$ cat src/avr_pkg.sv
// shared constants, types and tables for the axis vector rotator
package avr_pkg;

    localparam int COORD_WIDTH_DEF   = 32;
    localparam int CORDIC_STAGES_DEF = 24;

    localparam int OP_W       = 2;
    localparam int ANGLE_W    = 32;
    localparam int CQ_W       = 34;
    localparam int TRIG_MAG_W = 31;
    localparam int FRAC_W     = 30;

    typedef logic [OP_W-1:0] op_t;

    localparam op_t OP_ROT_X = 2'd0;
    localparam op_t OP_ROT_Y = 2'd1;
    localparam op_t OP_ROT_Z = 2'd2;

    typedef logic signed [ANGLE_W-1:0] angle_t;
    typedef logic signed [CQ_W-1:0]    cq_t;

    localparam angle_t PI_Q28      = 32'sd843314857;
    localparam angle_t TWO_PI_Q28  = 32'sd1686629713;
    localparam angle_t HALF_PI_Q28 = 32'sd421657428;
    localparam cq_t    GAIN_Q30    = 34'sd652032874;

    typedef struct packed {
        logic valid;
        op_t  op;
        logic flip;
    } ctl_t;

    // arctangent of 2^-idx, q4.30, truncated
    function automatic cq_t atan_q30(input int idx);
        cq_t t;
        case (idx)
            0:       t = 34'sd843314856;
            1:       t = 34'sd497837829;
            2:       t = 34'sd263043836;
            3:       t = 34'sd133525158;
            4:       t = 34'sd67021686;
            5:       t = 34'sd33543515;
            6:       t = 34'sd16775850;
            7:       t = 34'sd8388437;
            8:       t = 34'sd4194282;
            9:       t = 34'sd2097149;
            10:      t = 34'sd1048575;
            11:      t = 34'sd524287;
            12:      t = 34'sd262143;
            13:      t = 34'sd131071;
            14:      t = 34'sd65535;
            15:      t = 34'sd32767;
            16:      t = 34'sd16383;
            17:      t = 34'sd8191;
            18:      t = 34'sd4095;
            19:      t = 34'sd2047;
            20:      t = 34'sd1023;
            21:      t = 34'sd511;
            22:      t = 34'sd255;
            23:      t = 34'sd127;
            24:      t = 34'sd63;
            25:      t = 34'sd31;
            26:      t = 34'sd15;
            27:      t = 34'sd7;
            28:      t = 34'sd3;
            29:      t = 34'sd1;
            default: t = '0;
        endcase
        return t;
    endfunction

endpackage

$ cat src/avr_cell.sv
// one cordic rotation cell of the chain, carries the vector alongside
module avr_cell #(
    parameter int COORD_WIDTH = avr_pkg::COORD_WIDTH_DEF,
    parameter int STAGE       = 0
) (
    input  logic                          clk,
    input  logic                          rst_n,
    input  logic                          en,
    input  avr_pkg::ctl_t                 ctl_in,
    input  logic signed [COORD_WIDTH-1:0] vx_in,
    input  logic signed [COORD_WIDTH-1:0] vy_in,
    input  logic signed [COORD_WIDTH-1:0] vz_in,
    input  avr_pkg::cq_t                  cx_in,
    input  avr_pkg::cq_t                  cy_in,
    input  avr_pkg::cq_t                  cz_in,
    output avr_pkg::ctl_t                 ctl_out,
    output logic signed [COORD_WIDTH-1:0] vx_out,
    output logic signed [COORD_WIDTH-1:0] vy_out,
    output logic signed [COORD_WIDTH-1:0] vz_out,
    output avr_pkg::cq_t                  cx_out,
    output avr_pkg::cq_t                  cy_out,
    output avr_pkg::cq_t                  cz_out
);
    import avr_pkg::*;

    localparam cq_t ATAN = atan_q30(STAGE);

    ctl_t                          ctl_reg;
    logic signed [COORD_WIDTH-1:0] vx_reg;
    logic signed [COORD_WIDTH-1:0] vy_reg;
    logic signed [COORD_WIDTH-1:0] vz_reg;
    cq_t                           cx_reg;
    cq_t                           cy_reg;
    cq_t                           cz_reg;
    cq_t                           cx_next;
    cq_t                           cy_next;
    cq_t                           cz_next;
    cq_t                           dx;
    cq_t                           dy;

    always_comb
    begin
        dx = cy_in >>> STAGE;
        dy = cx_in >>> STAGE;
        if (!cz_in[CQ_W-1])
        begin
            cx_next = cx_in - dx;
            cy_next = cy_in + dy;
            cz_next = cz_in - ATAN;
        end
        else
        begin
            cx_next = cx_in + dx;
            cy_next = cy_in - dy;
            cz_next = cz_in + ATAN;
        end
    end

    always_ff @(posedge clk or negedge rst_n)
    begin
        if (!rst_n)
        begin
            ctl_reg <= '0;
        end
        else if (en)
        begin
            ctl_reg <= ctl_in;
        end
    end

    always_ff @(posedge clk)
    begin
        if (en)
        begin
            vx_reg <= vx_in;
            vy_reg <= vy_in;
            vz_reg <= vz_in;
            cx_reg <= cx_next;
            cy_reg <= cy_next;
            cz_reg <= cz_next;
        end
    end

    assign ctl_out = ctl_reg;
    assign vx_out  = vx_reg;
    assign vy_out  = vy_reg;
    assign vz_out  = vz_reg;
    assign cx_out  = cx_reg;
    assign cy_out  = cy_reg;
    assign cz_out  = cz_reg;

endmodule

$ cat config.mk
export PLATFORM = sky130hd
export DESIGN_NAME = avr_cell
export DESIGN_NICKNAME = d
export VERILOG_FILES = /design/src/avr_pkg.sv /design/src/avr_cell.sv
export SDC_FILE = /design/constraint.sdc
export NUM_CORES = 1
export LEC_CHECK = 0
export BUFFER_PORTS_ARGS = -buffer_cell sky130_fd_sc_hd__buf_2
export CAP_MARGIN = 5
export CORE_UTILIZATION = 43
export CTS_CLUSTER_DIAMETER = 30
export DETAILED_ROUTE_END_ITERATION = 16
export GPL_TIMING_DRIVEN = 0
export PLACE_DENSITY = 0.8
export SLEW_MARGIN = 10
export SYNTH_ARGS = -nofsm -noshare
export SYNTH_HDL_FRONTEND = slang
export SYNTH_SLANG_ARGS = --single-unit
$ cat constraint.sdc
create_clock -name clk -period 0.8 [get_ports clk]
set_input_delay 0.08 -clock clk [delete_from_list [all_inputs] [get_ports clk]]
set_output_delay 0.08 -clock clk [all_outputs]
set_load 0.02 [all_outputs]
* Word level (Yosys, flattened, before mapping) *
Cells that the tools add are included.
Widths: inputs -> output; s select.

operators by class
  multiplexer cells = 3
  add/sub/neg operators = 5

operator list
  cell                    number
  $mux 34                 3
  $sub 34x34->34          2
  $add 34x31->34 const B  1
  $add 34x34->34          1
  $sub 34x31->34 const B  1

storage, ports and cells
  register bits after elaboration = 202
  input port bits = 205
  output and inout port bits = 202
  word-level logic and storage cells = 17

* Longest topological paths before layout *
  word-level depth = 2
  depth in mapped cells = 14
  depth with buffers taken out = 12

* Worst setup path before layout *
No wires, ideal clock.

  kind = input port to flip-flop
  from = in cz_in[33]
  to = reg cz_reg[32], in the netlist cz_out[32], data pin
  data arrival time = 3.096 ns
  path slack = -2.558 ns
  data required time = 0.537 ns
  buffers on the path = 2
  stages = 13
  setup time = 0.263 ns
  cell sequence = inv_1 buf_1 buf_1 ha_1 a21oi_2 o21ai_1 a221oi_2 o21ai_1 a211o_1 a41oi_2 o21ai_1 o41ai_2 xnor2_1

between the ends
  cells in the longest elaborated chain, start to end = 1

RTL lines
  element                line            RTL
  from (decl)            avr_cell.sv:15  input avr_pkg::cq_t cz_in,
  $mux 34                avr_cell.sv:45  if (!cz_in[CQ_W-1])
  named net cz_next[32]  avr_cell.sv:37  cq_t cz_next;
  to (signal assigned)   avr_cell.sv:80  cz_reg <= cz_next;
  to (decl)              avr_cell.sv:34  cq_t cz_reg;

The timed path passes the listed nets, and every way through them passes these cells.
A chain may end at the register's enable or synchronous reset.

* Worst setup path in the final report *
  from = in cz_in[33]
  to = reg cz_reg[27], in the netlist cz_out[27], data pin

The elaborated chain is that of the path after synthesis.

==> metrics.md <==
| Metric | Value |
|---|---|
| Power per cell area | slightly above 2000 nW/µm² |
| Worst Path Arrival | roughly 2.8 ns |
| Core Util, Final | between 70% and 80% |
| Dpl cell area | around 17000 µm² |
| First-pass GRT wire length | 84.0 mm |
| Worst R2R Start | ctl_out[1]$_DFFE_PN0P_ |
| Total CTS buffers | 39 |
| Fill cells | between 1.5k and 2k |
| CP Capture Type | flip-flop |
| Largest net degree at the start of global routing | 110 |
| Worst Setup Path Type | input pin to flip-flop |
| Max-slew violations | 0 |
| Via count | 14.7k |
| Hold Worst Slack | -0.0160 ns |
| GRT Util Overall | a little over a third |
| Main flop type after synthesis | edfxtp_1 |
| Status | complete, but fails checks |
| #FFs+latches synth | approximately 200 |
| DP HPWL | around 34 mm |
| Critical Path Start Type | input pin |
| Skew final | 0 ns |
| Finished Cell Area | 23500 µm² |
| Remaining DRCs | 0 |
| Most frequent cells in the layout | buf_6, buf_2, edfxtp_1, buf_4, dlygate4sd3_1 |
| Post-synth EDFFs | 197 |
| Setup crit start | cz_in[33] |
| Synth unique cells | 89 |
| Hold WC Path Type | input pin to flip-flop |
| Reg2reg path depth | 2 |
| R2r endpoint | ctl_out[1]$_DFFE_PN0P_ |
| Placer Congestion | between 0.9 and 1 |
| Final hold vios | 9 |
| Die area | ~32000 µm² |
| Multi-input gate area | around 9000 µm² |
| Initial DRC count | 1907 |
| Rows | 64 |
| Final Cycle Share | 321% |
| Crit path time final | 2.57 ns |
| Congestion Overflow GR | 0 |
| DRT Wirelength | between 60 and 70 mm |
| Root buffer cell | clkbuf_16 |
| Initial Util | 43.6% |
| Port bufs | 406 |
| Synthesis Warnings | 0 |
| Later-pin clock latency in the skew report | between 0.5 and 0.6 ns |
| Slew margin rel. | between 15 and 20% |
| Failing checks | negative hold slack, negative setup slack |
| Layout area overhead | 76.8% |
| Final nets | approximately 2.3k |
| Power, Total | between 40 and 50 mW |
| Post-DRT Antenna Nets | 0 |
| CTS tree | yes |
| FF/Latch Area | ~6000 µm² |
| H-tree levels | 2 |
| Via density per instance | roughly 6.1 |
| Core area | roughly 31000 µm² |
| Worst endpoint required time | between 1 and 1.5 ns |
| Leakage | 9.94 nW |
| HP Start | en |
| Final setup margin | -1.77 ns |
| Fmax | slightly below 400 MHz |
| Ratio of cells with drive above 1 in the final layout | between 50% and 60% |
| Most common cell after layout, fill and taps aside | buf_6 |
| Maximum Capacitance Violations | 0 |
| Clk pin slew, worst setup/hold paths | about 0.070 ns |
| Cells after Synth | between 1k and 1.5k |
| WL per Instance | approximately 27 µm |
| Post-synthesis async set-or-reset flop share | ~2% |
| R2r setup slk | -0.14 ns |
| Clk sinks | around 200 |
| Largest fanout on the critical path | 8 |
| Vias in the first global route | about 14k |
| Die H | 178 µm |
| Mean area per synthesized cell | around 10 µm² |
| RSZ-0062 raised after global routing | yes |
| # IOs | 407 |
| Die X | around 180 µm |
| Setup violations, final | 300 |
| Max rail drop VDD | between 1.5 and 2 mV |
| Drt pass-1 iters | 8 |
| Setup TNS | -180.27 ns |
| Initial antenna violation count | 2 |
| Worst Tran Pin Value | between 1 and 1.5 ns |
| Post-synthesis sequential area ratio | about 45% |
| Worst hold endpoint | vy_out[17]$_DFFE_PP_ |
| Syn nets | around 1.6k |
| Synthesized cell area | around 13000 µm² |
| Worst hold path depth | 1 |
| Clk buf depth | 3 |
| CTS Hold Bufs | ~110 |
-- registers in the layout, summed over array words and instances (netlist names) --
name,cells
ctl_out,4
cx_out,34
cy_out,33
cz_out,34
vx_out,32
vy_out,32
vz_out,32
-- cell families after synthesis --
| group | count (synthesis) | synth area share [%] |
|---|---|---|
| buf+inv | 154 | 4.73 |
| simple gates | 275 | 10.0 |
| mux | 15 | 1.18 |
| fa+ha+maj | 133 | 12.7 |
| flops | 201 | 45.2 |
| xor+xnor | 86 | 5.66 |
| compound gates | 408 | 20.5 |
-- synthesized netlist by cell type, drive strengths merged (4+ instances only) --
cell,number,area (µm²)
nand3b,5,50.1
nor2b,16,100
buf,33,175
and2,5,31.3
nand2,56,210
o21ai,102,526
fa,4,80.1
inv,107,402
ha,129,1610
nand2b,15,93.8
a221oi,5,80.1
a31oi,10,81.3
a21oi,128,652
nand3,18,90.1
mux2i,10,100
and3,6,37.5
nand4,9,56.3
or2,5,31.3
or4,4,30.0
o21bai,31,236
dfrtp,4,100
a211oi,13,108
xor2,19,166
edfxtp,197,5920
mux2,5,56.3
nor4,6,37.5
xnor2,67,587
o211ai,10,75.1
clkbuf,13,48.8
or3,6,47.5
a311oi,4,41.3
nor3,21,105
a21boi,4,30.0
nor2,98,368
a211o,6,53.8
o31ai,11,96.3
a21o,34,255
o21a,14,106
a2111oi,6,90.1
-- per-layer routing --
metal | global-route usage (%) | part of all wire (%) | vias to the layer above | routed length, µm
met3 | 9.28 | 12 | 370 | 7700
li1 | - | - | 6069 | -
met2 | 58.6 | 47 | 1313 | 30400
met4 | 21.3 | 7.3 | 2 | 4790
met1 | 40.2 | 34 | 6943 | 22300
met5 | 0 | 0.026 | - | 17
-- repair_timing --
action                                 4_1_cts  5_1_grt
pin swaps                                  185      150
setup endpoints to repair                  392      394
endpoints found under the hold margin      110        5
cloned                                       4        2
setup buffers                              117       52
resized for setup                          509      338
-- where the power goes --
group          switching [mW]  internal (mW)
logic                    9.19           7.77
clock network            6.63           9.87
registers               0.878           13.3
total                    16.7           30.9
-- cell type report --
type,count,share of cell area (%)
multi-input cells,917,37.5
clock buffers,42,4.24
well taps,396,2.11
plain buffers,37,1.82
clock inverters,28,1.13
flip-flops and latches,201,25.6
diodes,1,0.0106
inverters,108,2.14
repair buffers,672,25.5
-- per-stage QoR --
step                hold WS (ns)  std cells  setup WS (ns)
floorplan                 -0.216       1272          -1.56
CTS                      -0.0205       2363          -1.46
finish                   -0.0160       2402          -1.77
detailed placement        -0.104       2075          -2.53
global route            -0.00830       2402          -1.76
global placement          -0.113       2074          -3.04
-- how the worst max path moves through the flow --
stage / endpoint / slack [ns]
CTS: cz_out[32]$_DFFE_PP_ / -1.46
global route: cz_out[27]$_DFFE_PP_ / -1.76
finish: cz_out[27]$_DFFE_PP_ / -1.77
detailed placement: cz_out[27]$_DFFE_PP_ / -2.53
floorplan: cz_out[27]$_DFFE_PP_ / -1.56
global placement: ctl_out[0]$_DFFE_PN0P_ / -3.04
-- worst max-delay path, cell delays in order --
cell and delay, ns:
buf_16 0.12, inv_16 0.04, buf_12 0.12, buf_16 0.14, fa_2 0.37, a211oi_2 0.28
o21bai_2 0.11, a21oi_2 0.29, nor3_4 0.10, o31ai_4 0.36, nand3b_1 0.19, a21oi_2 0.19
o21a_1 0.18, o211ai_1 0.19
(Power assumes the default switching activity.)
