===== src/avr_pkg.sv =====
// shared constants, types and tables for the axis vector rotator
package avr_pkg;

    localparam int COORD_WIDTH_DEF   = 32;
    localparam int CORDIC_STAGES_DEF = 24;

    localparam int OP_W       = 2;
    localparam int ANGLE_W    = 32;
    localparam int CQ_W       = 34;
    localparam int TRIG_MAG_W = 31;
    localparam int FRAC_W     = 30;

    typedef logic [OP_W-1:0] op_t;

    localparam op_t OP_ROT_X = 2'd0;
    localparam op_t OP_ROT_Y = 2'd1;
    localparam op_t OP_ROT_Z = 2'd2;

    typedef logic signed [ANGLE_W-1:0] angle_t;
    typedef logic signed [CQ_W-1:0]    cq_t;

    localparam angle_t PI_Q28      = 32'sd843314857;
    localparam angle_t TWO_PI_Q28  = 32'sd1686629713;
    localparam angle_t HALF_PI_Q28 = 32'sd421657428;
    localparam cq_t    GAIN_Q30    = 34'sd652032874;

    typedef struct packed {
        logic valid;
        op_t  op;
        logic flip;
    } ctl_t;

    // arctangent of 2^-idx, q4.30, truncated
    function automatic cq_t atan_q30(input int idx);
        cq_t t;
        case (idx)
            0:       t = 34'sd843314856;
            1:       t = 34'sd497837829;
            2:       t = 34'sd263043836;
            3:       t = 34'sd133525158;
            4:       t = 34'sd67021686;
            5:       t = 34'sd33543515;
            6:       t = 34'sd16775850;
            7:       t = 34'sd8388437;
            8:       t = 34'sd4194282;
            9:       t = 34'sd2097149;
            10:      t = 34'sd1048575;
            11:      t = 34'sd524287;
            12:      t = 34'sd262143;
            13:      t = 34'sd131071;
            14:      t = 34'sd65535;
            15:      t = 34'sd32767;
            16:      t = 34'sd16383;
            17:      t = 34'sd8191;
            18:      t = 34'sd4095;
            19:      t = 34'sd2047;
            20:      t = 34'sd1023;
            21:      t = 34'sd511;
            22:      t = 34'sd255;
            23:      t = 34'sd127;
            24:      t = 34'sd63;
            25:      t = 34'sd31;
            26:      t = 34'sd15;
            27:      t = 34'sd7;
            28:      t = 34'sd3;
            29:      t = 34'sd1;
            default: t = '0;
        endcase
        return t;
    endfunction

endpackage


===== src/avr_reduce.sv =====
// two-stage angle range reduction into q4.30 with quadrant fold
module avr_reduce #(
    parameter int COORD_WIDTH = avr_pkg::COORD_WIDTH_DEF
) (
    input  logic                          clk,
    input  logic                          rst_n,
    input  logic                          en,
    input  avr_pkg::ctl_t                 ctl_in,
    input  avr_pkg::angle_t               angle_in,
    input  logic signed [COORD_WIDTH-1:0] vx_in,
    input  logic signed [COORD_WIDTH-1:0] vy_in,
    input  logic signed [COORD_WIDTH-1:0] vz_in,
    output avr_pkg::ctl_t                 ctl_out,
    output logic signed [COORD_WIDTH-1:0] vx_out,
    output logic signed [COORD_WIDTH-1:0] vy_out,
    output logic signed [COORD_WIDTH-1:0] vz_out,
    output avr_pkg::cq_t                  cz_out
);
    import avr_pkg::*;

    ctl_t                          ctl1_reg;
    angle_t                        wrap_reg;
    angle_t                        wrap_next;
    logic signed [COORD_WIDTH-1:0] vx1_reg;
    logic signed [COORD_WIDTH-1:0] vy1_reg;
    logic signed [COORD_WIDTH-1:0] vz1_reg;

    ctl_t                          ctl2_reg;
    ctl_t                          ctl2_next;
    angle_t                        fold;
    cq_t                           cz_reg;
    cq_t                           cz_next;
    logic signed [COORD_WIDTH-1:0] vx2_reg;
    logic signed [COORD_WIDTH-1:0] vy2_reg;
    logic signed [COORD_WIDTH-1:0] vz2_reg;

    // one wrap by 2*pi covers the whole q4.28 range
    always_comb
    begin
        if (angle_in > PI_Q28)
        begin
            wrap_next = angle_in - TWO_PI_Q28;
        end
        else if (angle_in < -PI_Q28)
        begin
            wrap_next = angle_in + TWO_PI_Q28;
        end
        else
        begin
            wrap_next = angle_in;
        end
    end

    // fold outer quadrants into [-pi/2, pi/2], flip sign of sin and cos
    always_comb
    begin
        ctl2_next = ctl1_reg;
        if (wrap_reg > HALF_PI_Q28)
        begin
            fold           = wrap_reg - PI_Q28;
            ctl2_next.flip = 1'b1;
        end
        else if (wrap_reg < -HALF_PI_Q28)
        begin
            fold           = wrap_reg + PI_Q28;
            ctl2_next.flip = 1'b1;
        end
        else
        begin
            fold           = wrap_reg;
            ctl2_next.flip = 1'b0;
        end
        cz_next = cq_t'(fold) <<< 2;
    end

    always_ff @(posedge clk or negedge rst_n)
    begin
        if (!rst_n)
        begin
            ctl1_reg <= '0;
            ctl2_reg <= '0;
        end
        else if (en)
        begin
            ctl1_reg <= ctl_in;
            ctl2_reg <= ctl2_next;
        end
    end

    always_ff @(posedge clk)
    begin
        if (en)
        begin
            wrap_reg <= wrap_next;
            vx1_reg  <= vx_in;
            vy1_reg  <= vy_in;
            vz1_reg  <= vz_in;
            cz_reg   <= cz_next;
            vx2_reg  <= vx1_reg;
            vy2_reg  <= vy1_reg;
            vz2_reg  <= vz1_reg;
        end
    end

    assign ctl_out = ctl2_reg;
    assign vx_out  = vx2_reg;
    assign vy_out  = vy2_reg;
    assign vz_out  = vz2_reg;
    assign cz_out  = cz_reg;

endmodule


===== config.mk =====
export PLATFORM = sky130hd
export DESIGN_NAME = avr_reduce
export DESIGN_NICKNAME = d
export VERILOG_FILES = /design/src/avr_pkg.sv /design/src/avr_reduce.sv
export SDC_FILE = /design/constraint.sdc
export NUM_CORES = 1
export LEC_CHECK = 0
export BUFFER_PORTS_ARGS = -buffer_cell sky130_fd_sc_hd__buf_2
export CAP_MARGIN = 15
export CORE_AREA = 10 10 179 181
export DETAILED_ROUTE_END_ITERATION = 6
export DIE_AREA = 0 0 189 191
export REMOVE_ABC_BUFFERS = 1
export SYNTH_ARGS = -nofsm -noshare
export SYNTH_HDL_FRONTEND = slang
export SYNTH_SLANG_ARGS = --single-unit

===== constraint.sdc =====
create_clock -name clk -period 5.8 [get_ports clk]
set_input_delay 0.58 -clock clk [delete_from_list [all_inputs] [get_ports clk]]
set_output_delay 0.58 -clock clk [all_outputs]
set_load 0.02 [all_outputs]

### Word-level counts from Yosys, hierarchy flattened

Cells that the tools add are included.

* bits in registers: 263

* $lt $le $gt $ge: 4
* muxes and demuxes: 6
* add/subtract/negate cells: 4

Operators by type and width (count)
* 2-to-1 mux 32 bit: 4
* adder 32 x 31 -> 32 bit, second input constant: 1
* adder 32 bit, second input constant: 1
* greater-than comparator 32 x 30 -> 1 bit, second input constant: 1
* greater-than comparator 32 x 31 -> 1 bit, second input constant: 1
* < comparator 32 x 30 -> 1 bit, second input constant: 1
* < comparator 32 x 31 -> 1 bit, second input constant: 1
* subtractor 32 x 31 -> 32 bit, second input constant: 1
* subtractor 32 bit, second input constant: 1
* 2-to-1 mux 1 bit: 2

### Longest topological paths before layout

Gate-level depths: netlist of the first run.

* depth in word-level cells: 3
* gate-level depth with buffers: 11

### Worst setup path after synthesis of the first run

No wires, ideal clock.

* path kind: input port to flip-flop
* from: in angle_in[5]
* to: reg wrap_reg[11], data pin
* stages on the path: 9
* path buffers: 2
* path slack: 3031 ps
* library setup time: 266 ps
* arrival time: 2504 ps
* cells stage by stage: clkbuf_1 nor4bb_1 nand3_1 a21oi_1 o21ai_0 a21oi_1 clkbuf_1 a31oi_1 xnor2_1

* longest elaborated chain between the ends: 3
* elaborated cells between the ends (all ways): 6

Ends and longest elaborated chain
* start: declaration: line avr_reduce.sv:9 `input avr_pkg::angle_t angle_in,`
* adder 32 bit or < comparator 32 x 31 -> 1 bit (tied branches): line avr_reduce.sv:46, avr_reduce.sv:44
* 2-to-1 mux 32 bit: line avr_reduce.sv:44 `else if (angle_in < -PI_Q28)`
* 2-to-1 mux 32 bit (*): line avr_reduce.sv:40 `if (angle_in > PI_Q28)`
* net wrap_next[11]: line avr_reduce.sv:23 `angle_t wrap_next;`
* end signal: assignment: line avr_reduce.sv:94 `wrap_reg <= wrap_next;`
* end: declaration: line avr_reduce.sv:22 `angle_t wrap_reg;`

Mark *: on every way through the listed nets, which the timed path passes. The rest lies on a longest branch.
A chain may end at the register's enable or synchronous reset.

### Worst setup path after layout of the first run

* from: reg wrap_reg[14]
* to: reg cz_reg[19] (netlist: cz_out[19]), data pin

* longest elaborated chain between the ends: 3
* elaborated cells between the ends (all ways): 6

Ends and longest elaborated chain
* adder 32 x 31 -> 32 bit or < comparator 32 x 30 -> 1 bit (tied branches): line avr_reduce.sv:65, avr_reduce.sv:63
* 2-to-1 mux 32 bit: line avr_reduce.sv:63 `else if (wrap_reg < -HALF_PI_Q28)`
* 2-to-1 mux 32 bit (*): line avr_reduce.sv:58 `if (wrap_reg > HALF_PI_Q28)`
* net fold[17]: line avr_reduce.sv:30 `angle_t fold;`
* end signal: assignment: line avr_reduce.sv:98 `cz_reg <= cz_next;`
* end: declaration: line avr_reduce.sv:31 `cq_t cz_reg;`

Marks and branches as above.

==> metrics.yaml, run 1 <==
outcome:
  status: "finished, final reports clean"
setup_path:
  worstPathCellList: "nor4_1, nand2_1, or3_1, a311o_1, buf_4, nor4_1, a22oi_1, xnor2_1"
  critical_path_class: "reg -> reg"
  slowest_delay_ns: 0.70
  worstPathMaxFanout: 20
  required_ns: 6.06
  cpMaxStageDelayCell: "nor4_1"
  arrival_ns: 3.56
  cp-end-kind: "register"
  crit_top_cell: "nor4_1"
  reg2reg_depth: 8
  cp-start-kind: "register"
detailed_routing:
  drt-vias-per-instance: 5.21
  drc: 0
  wirelength_um: 28700
  first_iter_violations: 442
  routedWlPerCell_um: 19.9
  drtPass1Iterations: 7
  via_count: 7545
  ant_nets: 0
global_route:
  use_met3_pct: 4.97
  first_global_vias: 7308
  grtUsageMet1_pct: 19.0
  grt_pass1_wl_um: 43200
  grtUsageMet2_pct: 24.9
  grt_max_degree: 134
  track_usage_pct: 15.1
  grt_antenna_before_repair: 6
  grt.overflow.total: 0
  grt.busiest_layer: "met2"
final_layout:
  nets: 1187
  layout-drive-gt1-share_pct: 30.7
  regArea_um2: 7860
  final_common_cell: "buf_2"
  fillers: 2580
  areaGrowthSynthToFinish_pct: 22.3
  multi_input_area_um2: 3060
  fin_area_um2: 13700
  mostFrequentLayoutCells: "buf_2 (264), edfxtp_1 (256), nor2_1 (42), nand2_1 (42), a21oi_1 (41)"
synth:
  syn-cell-area_um2: 11200
  synth.distinct_cells: 75
  synth_warnings: 0
  yosys.area_share.simple_pct: 9.77
  ys.flop_type: "edfxtp_1"
  synth_adder_area_share_pct: 0.669
  synth_xor_area_share_pct: 4.60
  yosys_register_bits: 263
  synth-compound-area-share_pct: 11.4
  netlist.area_leader.share_pct: 68.5
  synth_edf_count: 256
  muxShareOfSynthArea_pct: 0.780
  async_flop_share_pct: 2.66
  synth_top_family_by_area: "compound AO/OA/AOI/OAI gates"
  synth_area_leaders: "edfxtp_1 (68%), xnor2_1 (3.0%), a21oi_1 (1.8%), clkbuf_1 (1.6%), dfrtp_1 (1.6%)"
  synth.avg_cell_area_um2: 14.0
  synth_seq_area_share_pct: 70.0
  yosysTopAreaCell: "edfxtp_1"
  syn_inst: 804
timing:
  hold_violations: 0
  min_period_over_period_pct: 56.9
  max_slew_margin_pct: 34.3
  clock_skew_ns: 0.0142
  tightest_slew_ns: 0.985
  fin_tns_setup_ns: 0
  setup_violations: 0
  grt_setup_unrepaired: "false"
  period_minus_slack_ns: 3.30
  max_clock_freq_mhz: 303
  drv_slew: 0
power:
  leakage_nw: 5.17
  power_density_nw_per_um2: 347
  peakVddDrop_mv: 0.151
  power.total_w: 0.00477
clock_tree:
  post_cts_buffers: 0
  cts_root_buffer: "clkbuf_16"
  cts-resized-gates: 0
  clock_path_buffers: 3
  clkTransAtPathRegs_ns: 0.06
  cts-htree-levels: 1
  cts_made_buffers: 26
  clk_latency_ns: 0.52
  cts_sinks: 263
  cts_tree: "done"
die:
  coreArea_um2: 28500
  die_height_um: 191
  die_w_um: 189
  dieArea_um2: 36100
  io_pins: 269
  rows: 62
  start_util_pct: 39.4
placement:
  dp_hpwl_um: 21500
  gp_congestion: 0.884
  io_buffers: 265
  placed_area_um2: 12900
hold_path:
  whs_path_depth: 1
  min_path_type: "in -> reg"
flow_run:
  maxCapViolations: 0
-- final cells by class --
class	count	share of cell area (%)
sequential	263	57.2
multi-input combinational	467	22.3
timing repair buffer	272	10.2
clock buffer	32	5.06
tap	384	3.50
clock inverter	13	1.20
inverter	16	0.437
antenna	1	0.0182
-- worst max-delay path: cells and delay by family (launching register included) --
kind,cells,cell delay (ns)
flip-flops,1,0.48
buffers and inverters,1,0.22
AO/OA/AOI/OAI,2,0.50
AND/OR/NAND/NOR,4,1.69
XOR/XNOR,1,0.16
-- where the power goes --
group | internal (W) | switching, W | total [W]
Clock | 0.00102 | 0.000653 | 0.00167
Sequential | 0.00231 | 0.000105 | 0.00242
Combinational | 0.000245 | 0.000429 | 0.000674
Total | 0.00358 | 0.00119 | 0.00477
-- routing by layer --
layer	up-vias	share of wire, %	wire (µm)
met2	306	47	13500
met1	3594	41	11900
met4	10	1.5	428
met5	-	0.22	64
li1	3595	-	-
met3	40	10	2940
-- through the flow --
step	util, %	hold WS, ns	setup slack (ns)	instances
final	48.2	0.233	2.50	1448
after global routing	48.2	0.207	2.31	1448
after CTS	48.2	0.204	2.33	1446
after detailed placement	45.1	0.405	2.34	1400
after global placement	45.1	0.400	2.34	1400
after floorplan	-	0.284	2.66	746
-- synth_stat cells, types with 5 or more instances --
cell,instances
a21o_1,9
a21oi_1,41
o21ai_0,28
o22ai_1,12
and2_1,10
nand3_1,26
xnor2_1,39
a211oi_1,7
nand4b_1,5
o211ai_1,6
dfrtp_1,7
a22oi_1,9
xor2_1,20
and4_1,6
and3_1,10
inv_1,16
nand2_1,42
nor2_1,42
nor3_1,13
o31ai_1,8
a31oi_1,13
nand2b_1,5
o31a_1,5
clkbuf_1,49
mux2_2,6
nand4_1,6
a32oi_1,7
or3_1,9
ha_1,6
edfxtp_1,256
nor4_1,14
-- final timing paths --
| path | endpoint | startpoint | slack (ns) |
|---|---|---|---|
| worst max-delay path | cz_out[19] | wrap_reg[14] | 2.50 |
| worst min-delay path | vx1_reg[13] | vx_in[13] | 0.23 |
| worst max register to register | cz_out[19] | wrap_reg[14] | 2.50 |
| worst min register to register | vz_out[23] | vz1_reg[23] | 0.42 |
| max in group asynchronous | ctl_out[0] | rst_n | 5.20 |
| min in group asynchronous | ctl_out[2] | rst_n | 0.45 |
-- kinds of logic after synthesis --
logic type	count (synthesis)
multiplexers	8
other	1
XOR/XNOR	59
adder cells (fa/ha/maj)	6
flip-flops	263
AND/OR/NAND/NOR	206
buffers and inverters	75
AO/OA/AOI/OAI	186
-- what timing repair did --
action                                 CTS  global route
endpoints found under the hold margin    7             0
setup endpoints to repair                0             0
hold buffers                             1             0
Power figures use the tool's default switching activity.
==> inputs of run 2 (changes only) <==
- ABC_AREA: not set -> 1
- CORE_AREA: 10 10 179 181 -> 10 10 206 208
- DIE_AREA: 0 0 189 191 -> 0 0 216 218
- clock period: 5.8 -> 2.6 ns (I/O delays scaled with it)
==> metrics.yaml, run 2 <==
outcome:
  status: "finished, final reports clean"
synth:
  synth.distinct_cells: 45
  synth_seq_area_share_pct: 51.9
  ys.flop_type: "edfxtp_1"
  netlist.area_leader.share_pct: 50.8
  async_flop_share_pct: 2.66
  syn-cell-area_um2: 15100
  synth_warnings: 0
  yosys_register_bits: 263
  ys_top_cells_by_count: "nand2_1 (728), edfxtp_1 (256), nor2_1 (222)"
  yosysMostFrequentCell: "nand2_1"
  synth_edf_count: 256
  synth.avg_cell_area_um2: 8.09
  yosysTopAreaCell: "edfxtp_1"
  synth_area_leaders: "edfxtp_1 (51%), nand2_1 (18%), nor2_1 (5.5%), nand3_1 (5.1%), inv_1 (3.5%)"
  syn_inst: 1872
final_layout:
  final_common_cell: "nand2_1"
  final_core_util_pct: 49.1
  mostFrequentLayoutCells: "nand2_1 (728), buf_2 (264), edfxtp_1 (256)"
  nets: 2383
  areaGrowthSynthToFinish_pct: 24.2
  finalNonFillerCells: 2780
  fillers: 3761
  layout-drive-gt1-share_pct: 17.6
clock_tree:
  post_cts_buffers: 0
  clock_path_buffers: 3
  cts-htree-levels: 1
  cts_root_buffer: "clkbuf_16"
  cts_tree: "done"
  cts_sinks: 263
  clkTransAtPathRegs_ns: 0.06
  clk_latency_ns: 0.55
  cts_made_buffers: 25
detailed_routing:
  via_count: 13700
  drtPass1Iterations: 5
  first_iter_violations: 1122
  drc: 0
  routedWlPerCell_um: 17.8
  drt-vias-per-instance: 4.93
  wirelength_um: 49400
  ant_nets: 0
die:
  io_pins: 269
  start_util_pct: 39.6
  die_height_um: 218
  rows: 72
  coreArea_um2: 38300
  dieArea_um2: 47100
  die_w_um: 216
timing:
  max_slew_margin_pct: 65.3
  hold_violations: 0
  clock_skew_ns: 0.0139
  min_period_over_period_pct: 91.6
  grt_setup_unrepaired: "false"
  max_clock_freq_mhz: 420
  period_minus_slack_ns: 2.38
  tightest_slew_ns: 0.515
  setup_violations: 0
  fin_ws_ns: 0.218
  fin_tns_setup_ns: 0
  drv_slew: 0
power:
  power.total_w: 0.0112
  leakage_nw: 8.52
  power_density_nw_per_um2: 598
  peakVddDrop_mv: 0.471
setup_path:
  cp-endpoint: "cz_out[14]"
  timing.rr.end: "cz_out[14]"
  arrival_ns: 2.66
  startpoint: "wrap_reg[4]"
  reg2reg_slack_ns: 0.22
  required_ns: 2.88
  worstPathMaxFanout: 12
  critical_path_class: "reg -> reg"
  r2r-start: "wrap_reg[4]"
  cp-start-kind: "register"
  cp-end-kind: "register"
  reg2reg_depth: 12
placement:
  dp_cells: 2633
  pre_cts_slack_ns: 0.276
  gp_congestion: 0.962
  io_buffers: 265
  dp_hpwl_um: 38700
global_route:
  first_global_vias: 13700
  grt.overflow.total: 0
  track_usage_pct: 20.2
  grt_antenna_before_repair: 1
  grt_max_degree: 62
  grt_pass1_wl_um: 75800
hold_path:
  min_path_type: "in -> async"
flow_run:
  maxCapViolations: 0
==> run 2: changes by cell type in the layout (fill, tap and decap cells not counted), sizes merged, moves of 44 or more <==
cell,previous run,this run
buf,271,315
dlygate4sd3,1,100
nor2,42,239
nand2,42,734
inv,16,157
nand3,26,156
==> run 2: cells by family (layout without fill, tap and decap cells) <==
group | after synthesis | count (layout) | share of synthesized area, %
adders and majority gates | 6 | 6 | 0.496
other | 1 | 3 | 0.0248
buffers and inverters | 232 | 620 | 7.31
AOI/OAI and AO/OA | 115 | 115 | 4.09
and+or+nand+nor | 1196 | 1196 | 32.7
DFF | 263 | 263 | 51.9
xor gates and xnor gates | 59 | 59 | 3.41
==> run 2: power breakdown <==
part,leakage [nW],switching [W],internal (W)
Sequential,2.59,0.000202,0.00513
Combinational,5.56,0.00174,0.000854
Clock,0.371,0.00148,0.00184
Total,8.52,0.00342,0.00783
==> run 2: critical path, cell delays in order, from the launching register on <==
cell	delay, ns
edfxtp_1	0.64
inv_2	0.12
nor2_1	0.17
nand2_1	0.12
nor2_1	0.11
nand2_1	0.14
nor2_1	0.19
nor2_2	0.07
buf_4	0.21
nand3_1	0.12
nand2_1	0.06
nand2_1	0.06
nand2_1	0.09
==> run 2: repair_timing <==
item,4_1_cts,5_1_grt
endpoints found under the hold margin,106,0
hold buffers,100,0
resized for setup,0,0
==> run 2: stage by stage <==
stage	hold WS [ns]	instance area [µm²]
global route	0.121	18800
floorplan	-0.0356	14600
finish	0.123	18800
global placement	0.0999	17100
CTS	0.0959	18800
detailed placement	0.107	17100
==> run 2: worst min-delay path by stage <==
stage / end / cells past startpoint
after floorplan: ctl1_reg[1] / 0
after global placement: ctl_out[0] / 1
after detailed placement: ctl_out[0] / 1
after CTS: ctl_out[0] / 2
after global routing: ctl_out[3] / 2
final: ctl1_reg[1] / 2
==> run 2: layout make-up <==
type	count	area [µm²]	share of cell area [%]
clock buffer	34	679	3.61
timing repair buffer	415	2760	14.7
multi-input combinational	1378	6180	32.8
inverter	159	606	3.22
sequential	263	7860	41.8
tap	518	648	3.44
clock inverter	12	76.3	0.406
antenna	1	2.50	0.0133
==> run 2: layer usage <==
layer	share of wire (%)	vias to the layer above	global-route usage (%)
met1	41	6343	24.5
met4	3.9	0	8.37
li1	-	6819	-
met5	0	-	0
met3	5.5	90	2.55
met2	50	464	35.7
==> inputs of run 3 (changes only) <==
- CORE_AREA: 10 10 206 208 -> 10 10 191 193
- DIE_AREA: 0 0 216 218 -> 0 0 201 203
- PLACE_DENSITY: not set -> 0.71
==> metrics.yaml, run 3 (synthesis gave the netlist of run 2 again) <==
detailed_routing:
  wirelength_um: 49100
  routedWlPerCell_um: 18.3
  via_count: 13900
  drtPass1Iterations: 6
  drc: 0
  drt-vias-per-instance: 5.18
  ant_nets: 0
  first_iter_violations: 1197
timing:
  grt_setup_unrepaired: "false"
  clock_skew_ns: 0.0141
  fin_tns_setup_ns: 0
  max_clock_freq_mhz: 421
  setup_violations: 0
  hold_violations: 0
  min_period_over_period_pct: 91.3
  period_minus_slack_ns: 2.37
  hold_ws_ns: 0.0939
  tightest_slew_ns: 0.529
  drv_slew: 0
  max_slew_margin_pct: 64.4
final_layout:
  areaGrowthSynthToFinish_pct: 23.0
  mostFrequentLayoutCells: "nand2_1 (728), buf_2 (264), edfxtp_1 (256)"
  nets: 2372
  fillers: 2902
  regArea_um2: 7860
  finalNonFillerCells: 2690
  final_core_util_pct: 57.4
  multi_input_area_um2: 6180
  layout-drive-gt1-share_pct: 17.1
  diodes: 0
  final_common_cell: "nand2_1"
global_route:
  grt.overflow.total: 0
  first_global_vias: 13600
  grt_antenna_before_repair: 0
  grt_pass1_wl_um: 76000
  track_usage_pct: 23.2
  grt_max_degree: 75
die:
  start_util_pct: 46.7
  coreArea_um2: 32500
  die_height_um: 203
  dieArea_um2: 40800
  die_w_um: 201
  io_pins: 269
  rows: 66
outcome:
  status: "finished, final reports clean"
placement:
  io_buffers: 265
  dp_cells: 2546
  dp_hpwl_um: 36600
  gp_congestion: 0.993
setup_path:
  r2r-start: "wrap_reg[12]"
  cp_top_family: "simple AND/OR/NAND/NOR gates"
  crit_cells: 10
  cpMaxStageDelayCell: "edfxtp_1"
  worstPathCellList: "nor2_4, nand2_2, nor2_1, a21oi_2, nor2_4, nand2_4, nand2_1, nand2_1, nand2_1, nand2_1"
  crit_buf_inv: 0
  startpoint: "wrap_reg[12]"
  worstPathMaxFanout: 22
  reg2reg_depth: 10
  cp-start-kind: "register"
  crit_top_cell: "nand2_1"
  required_ns: 2.89
  timing.rr.end: "cz_out[10]"
  arrival_ns: 2.66
  critical_path_class: "reg -> reg"
  reg2reg_slack_ns: 0.23
  cp-endpoint: "cz_out[10]"
  cp-end-kind: "register"
  slowest_delay_ns: 0.56
power:
  power_density_nw_per_um2: 604
  power.total_w: 0.0113
  leakage_nw: 8.46
  peakVddDrop_mv: 0.445
flow_run:
  maxCapViolations: 0
clock_tree:
  cts-resized-gates: 0
  cts_tree: "done"
  hold_buffers: 100
  cts_sinks: 263
  clkTransAtPathRegs_ns: 0.06
  post_cts_buffers: 0
  cts-htree-levels: 1
  clock_path_buffers: 3
  clk_latency_ns: 0.54
  cts_root_buffer: "clkbuf_16"
  cts_made_buffers: 25
hold_path:
  min_path_type: "in -> async"
==> run 3: metrics by stage <==
stage	cell area, µm²	setup WS, ns
final	18600	0.226
after global routing	18600	0.0663
after CTS	18600	0.270
after detailed placement	16900	0.274
after global placement	16900	0.269
after floorplan	14600	0.505
==> run 3: routing by layer <==
layer	up-vias	share of wire, %	global-route usage, %
met4	0	3.0	7.52
met1	6466	40	28.4
li1	6798	-	-
met3	82	6.8	2.80
met5	-	0	0
met2	601	50	41.5
==> run 3: final cells by class <==
class / count / area share [%]
Clock buffer: 38 / 3.73
Clock inverter: 6 / 0.242
Timing Repair Buffer: 404 / 14.5
Sequential cell: 263 / 42.2
Inverter: 159 / 3.25
Tap cell: 442 / 2.97
Multi-Input combinational cell: 1378 / 33.2
==> run 3: power by group <==
part           leakage, nW  switching, W  internal, W
Sequential            2.59      0.000228      0.00513
Clock                0.356       0.00151      0.00185
Combinational         5.51       0.00171     0.000837
==> run 3: worst reg2reg max path: stages, from the launching register on <==
cell and delay (ns):
edfxtp_1 0.56, nor2_4 0.23, nand2_2 0.11, nor2_1 0.33, a21oi_2 0.12, nor2_4 0.23, nand2_4 0.25, nand2_1 0.13
nand2_1 0.06, nand2_1 0.05, nand2_1 0.07
==> run 3: worst min path at each step <==
stage                from     endpoint  slack [ns]  cells after the start
floorplan           rst_n  ctl1_reg[1]       -0.04                      0
global placement    rst_n   ctl_out[2]         0.1                      1
detailed placement  rst_n   ctl_out[3]         0.1                      1
CTS                 rst_n   ctl_out[0]        0.07                      2
global route        rst_n  ctl1_reg[2]        0.09                      2
finish              rst_n  ctl1_reg[1]        0.09                      2
